--- src/kabf_pkg.sv ---
package kabf_pkg;

	localparam int unsigned DtBits   = 16;
	localparam int unsigned CovBits  = 24;
	localparam int unsigned DivSteps = 56;

	localparam logic [1:0] REG_ANGLE_NOISE = 2'd0;
	localparam logic [1:0] REG_BIAS_NOISE  = 2'd1;
	localparam logic [1:0] REG_MEAS_NOISE  = 2'd2;

	localparam logic OP_UPDATE = 1'b0;
	localparam logic OP_FORCE  = 1'b1;

	typedef enum logic [4:0] {
		ST_IDLE, ST_RATE, ST_M1, ST_M2, ST_M3, ST_M4, ST_M5,
		ST_D0, ST_D1, ST_C1, ST_C2, ST_C3, ST_C4, ST_C5, ST_C6, ST_C7, ST_OUT
	} kabf_state_t;

	typedef struct packed {
		logic               start;
		logic signed [31:0] num;
		logic signed [32:0] den;
	} kabf_div_req_t;

	typedef struct packed {
		logic               done;
		logic signed [31:0] quot;
		logic               clip;
	} kabf_div_rsp_t;

	// Saturate to the signed 32-bit range; the top bit flags a clip.
	function automatic logic [32:0] sat32(input logic signed [63:0] v);
		logic [32:0] r;
		if (v > 64'sd2147483647) begin
			r = {1'b1, 32'h7FFF_FFFF};
		end else if (v < -64'sd2147483648) begin
			r = {1'b1, 32'h8000_0000};
		end else begin
			r = {1'b0, v[31:0]};
		end
		return r;
	endfunction

	// Round half up, then floor, of a product by 2^DtBits.
	function automatic logic signed [63:0] rnd16(input logic signed [67:0] p);
		logic signed [67:0] t;
		t = p + (68'sd1 <<< (DtBits - 1));
		t = t >>> DtBits;
		return t[63:0];
	endfunction

	function automatic logic signed [63:0] rnd24(input logic signed [67:0] p);
		logic signed [67:0] t;
		t = p + (68'sd1 <<< (CovBits - 1));
		t = t >>> CovBits;
		return t[63:0];
	endfunction

endpackage

--- src/kabf_mul.sv ---
module kabf_mul import kabf_pkg::*; (
	input  logic               clk,
	input  logic signed [35:0] a,
	input  logic signed [31:0] b,
	output logic signed [67:0] prod_q
);

	always_ff @(posedge clk) begin
		prod_q <= 68'(a * b);
	end

endmodule

--- config.mk ---
export PLATFORM = sky130hd
export DESIGN_NAME = kabf_mul
export DESIGN_NICKNAME = d
export VERILOG_FILES = /design/src/kabf_pkg.sv /design/src/kabf_mul.sv
export SDC_FILE = /design/constraint.sdc
export NUM_CORES = 2
export LEC_CHECK = 0
export CAP_MARGIN = 20
export CORE_AREA = 2 2 411 413
export DETAILED_ROUTE_END_ITERATION = 6
export DIE_AREA = 0 0 413 415
export DONT_BUFFER_PORTS = 1
export GPL_TIMING_DRIVEN = 0
export SLEW_MARGIN = 40
export SYNTH_ARGS = -nofsm -noshare
export SYNTH_HDL_FRONTEND = slang
export SYNTH_SLANG_ARGS = --single-unit
export TNS_END_PERCENT = 100
--- constraint.sdc ---
create_clock -name clk -period 9.3 [get_ports clk]
set_input_delay 0 -clock clk [delete_from_list [all_inputs] [get_ports clk]]
set_output_delay 0 -clock clk [all_outputs]
set_load 0.02 [all_outputs]
Word-level counts from Yosys, hierarchy flattened:

Cells that the tools add are included.

* word-level logic and storage cells: 2
* output and inout port bits: 68
* register bits after elaboration: 68

* multiply operators: 1

Operators by type and width (count)
* $mul 36x32->68: 1

Depth between registers and ports, before layout:

* depth in word-level cells: 1
* gate-level depth with buffers: 29

Least setup slack after synthesis:

No wires, ideal clock.

* path type: input-to-reg
* from: input port a[35]
* to: register prod_q[65]
* path slack: 2.069 ns
* buffers on the path: 1
* data required time: 9.228 ns
* arrival: 7.159 ns
* stages on the path: 27
* path through: clkbuf_1 > nand2_1 > inv_1 > fa_1 > inv_1 > fa_1 > inv_1 > fa_1 > fa_1 > inv_1 > fa_1 > inv_1 > fa_1 > inv_1 > fa_1 > inv_1 > fa_1 > ha_1 > a21o_1 > a21o_1 > a21oi_1 > o21bai_1 > a21oi_1 > o21bai_1 > a31o_2 > a31oi_1 > xnor2_1

* longest elaborated chain between the ends: 1

Ends and longest elaborated chain
* from (decl): RTL line kabf_mul.sv:3 `input logic signed [35:0] a,`
* $mul 36x32->68: RTL line kabf_mul.sv:9 `prod_q <= 68'(a * b);`
* to (signal assigned): RTL line kabf_mul.sv:9
* to (decl): RTL line kabf_mul.sv:5 `output logic signed [67:0] prod_q`

Every way passes these cells.

Worst setup path in the final report:

* from: input port b[8]
* to: register prod_q[65]

* longest elaborated chain between the ends: 1

Ends and longest elaborated chain
* from (decl): RTL line kabf_mul.sv:4 `input logic signed [31:0] b,`
* $mul 36x32->68: RTL line kabf_mul.sv:9

Every way passes these cells.

==> results_dict.tcl <==
set metrics [dict create \
    track_usage 0.1978 \
    crit_path_start "b[8]" \
    synth_seq_cells 68 \
    finalCritPeriodShare 0.9415 \
    finalNonFillerCells 6624 \
    die_h_microns 415 \
    hold_viol 0 \
    coreArea_sq_um 166700 \
    synth-edff-count 0 \
    top_register "prod_q" \
    grt_max_degree 25 \
    final_common_cell "fa_1" \
    portBuffers 0 \
    min_path_type "in2reg" \
    async_flop_share 0 \
    die_width_microns 413 \
    synthFlopType "dfxtp_1" \
    worst-path-stages 26 \
    die_area_sq_um 171400 \
    first_pass_iters 5 \
    routed_via_density 4.681 \
    clk_pin_slew_ps 70 \
    dp.cells 6574 \
    root_buffer "clkbuf_16" \
    slowest_delay_ps 1030 \
    hold_ws_ps 97.38 \
    crit_family "adder cells" \
    crit_required_ps 9660 \
    criticalPathCategory "in2reg" \
    nets 5848 \
    yosysWarnings 0 \
    drt-total-wl_microns 167100 \
    dp_hpwl_microns 141500 \
    synthesis.area_sq_um 41440 \
    pin_count 137 \
    fin_crit_ps 8756 \
    final_layout_size_suffix_gt1_frac 0.03622 \
    syn_nets 5829 \
    worstMarginPinSlew_ps 956.0 \
    crit_fanout 10 \
    areaGrowthSynthToFinish_pct 8.061 \
    grt_pass1_wl_microns 240700 \
    setup_viol 0 \
    fmax_ghz 0.1142 \
    drv_cap 0 \
    slew_viol_final 0 \
    grt_pass1_vias 33800 \
    worst-path-buf-inv 7 \
    status "completed" \
    cts_tree "done" \
    clock_sinks 68 \
    cts_buffers 9 \
    cp-endpoint "prod_q[65]" \
    antenna_found_initial 39 \
    yosysUniqueCellTypes 67 \
    overflow 0 \
    top_regs "prod_q: 68 flops" \
    synth.avg_cell_area_sq_um 9.492 \
    largest_register_ffs 68 \
    synth_cells 4366 \
    cpMaxStageDelayCell "fa_1" \
    drc 0 \
    slew_headroom 0.3557 \
    crit_path_frequent_cell "fa_1" \
    rsz0062_at_grt "no" \
    cts_max_level 3 \
    layout_common_cells "fa_1 (1201), inv_1 (1074), nand2_1 (590)" \
    wl_per_cell_microns 25.22 \
    finalSetupTns_ps 0 \
    antenna_left 0 \
    gp_congestion 1.007 \
    start_util 0.2487 \
    num_vias 31010 \
    cp-start-kind "input port" \
    clockBufferDepth 2 \
    drt_iter0_drc 2942 \
    rows 150 \
    cts_repair_resize_count 0 \
    cp.arrival_ps 9120 \
    synth.yosys.seq_area_share 0.03285 \
    endpoint_kind "flop" \
]
-- metrics by stage --
stage                     worst slack (ps)  utilization  cell area (sq um)
after floorplan                       2069            -              41440
after global placement               -1314       0.2652              44200
after detailed placement             160.6       0.2663              44380
after CTS                            615.9       0.2680              44670
after global routing                 197.4       0.2684              44730
final                                543.9       0.2687              44780
-- kinds of logic after synthesis --
family | synth area share
AOI/OAI and AO/OA | 0.03496
xor gates and xnor gates | 0.01522
adders and majority gates | 0.6386
buffers and inverters | 0.1193
DFF | 0.03285
muxes | 0.0004831
and+or+nand+nor | 0.1586
-- layout make-up --
class	count	area, sq um
Fill cell	17900	121900
Multi-Input combinational cell	2986	35170
Inverter	1074	4031
Tap cell	2204	2758
Sequential cell	68	1361
Buffer	238	1035
Clock buffer	10	239.0
Antenna cell	30	75.07
Timing Repair Buffer	8	72.57
Clock inverter	6	38.79
-- worst min-delay path: cells and delay by family --
kind          cells  cell delay (ps)
simple gates      1              110
fa+ha+maj         3              380
-- Yosys cell counts, types with 3 or more instances --
master | n | area, sq um
a211oi_1 | 9 | 67.56
o21a_1 | 6 | 45.04
nand2b_1 | 11 | 68.82
o211ai_1 | 4 | 30.03
clkbuf_1 | 228 | 855.8
inv_1 | 1074 | 4031
buf_2 | 7 | 35.03
nand2_1 | 590 | 2215
nand4_1 | 11 | 68.82
fa_1 | 1202 | 24060
a21boi_0 | 3 | 22.52
nor3_1 | 8 | 40.04
nand3_1 | 14 | 70.07
a21o_1 | 24 | 180.2
o21ai_0 | 32 | 160.2
a211oi_2 | 3 | 37.54
xnor2_1 | 46 | 402.9
ha_1 | 192 | 2402
nor2b_1 | 3 | 18.77
o21bai_1 | 12 | 90.09
and2_1 | 585 | 3660
a41oi_1 | 3 | 26.28
and3_1 | 9 | 56.30
a21oi_1 | 68 | 340.3
o21ai_1 | 4 | 20.02
a31oi_1 | 8 | 50.05
nor2_1 | 63 | 236.5
dfxtp_1 | 68 | 1361
xor2_1 | 26 | 227.7
-- repair_timing --
action                                 4_1_cts  5_1_grt
hold buffers                                 2        0
setup buffers                                0        0
setup endpoints to repair                    0        0
endpoints found under the hold margin        3        0
-- worst min path at each step --
stage                     start   endpoint  slack (ps)  cells past startpoint
after floorplan            a[0]  prod_q[0]         130                      1
after global placement     a[0]  prod_q[0]         140                      1
after detailed placement   a[0]  prod_q[0]         150                      1
after CTS                  a[1]  prod_q[2]          80                      4
after global routing       a[1]  prod_q[2]         100                      4
final                      a[1]  prod_q[2]         100                      4
-- layer usage --
layer | up-vias | wire length (microns) | GRT usage
li1 | 12480 | - | -
met1 | 16410 | 63570 | 0.2475
met2 | 1617 | 76840 | 0.3108
met3 | 478 | 15990 | 0.04972
met4 | 26 | 10470 | 0.1090
met5 | - | 194 | 0
Power is not shown: default switching activity piles up to over one toggle a cycle in this logic, so the estimate is an artifact.
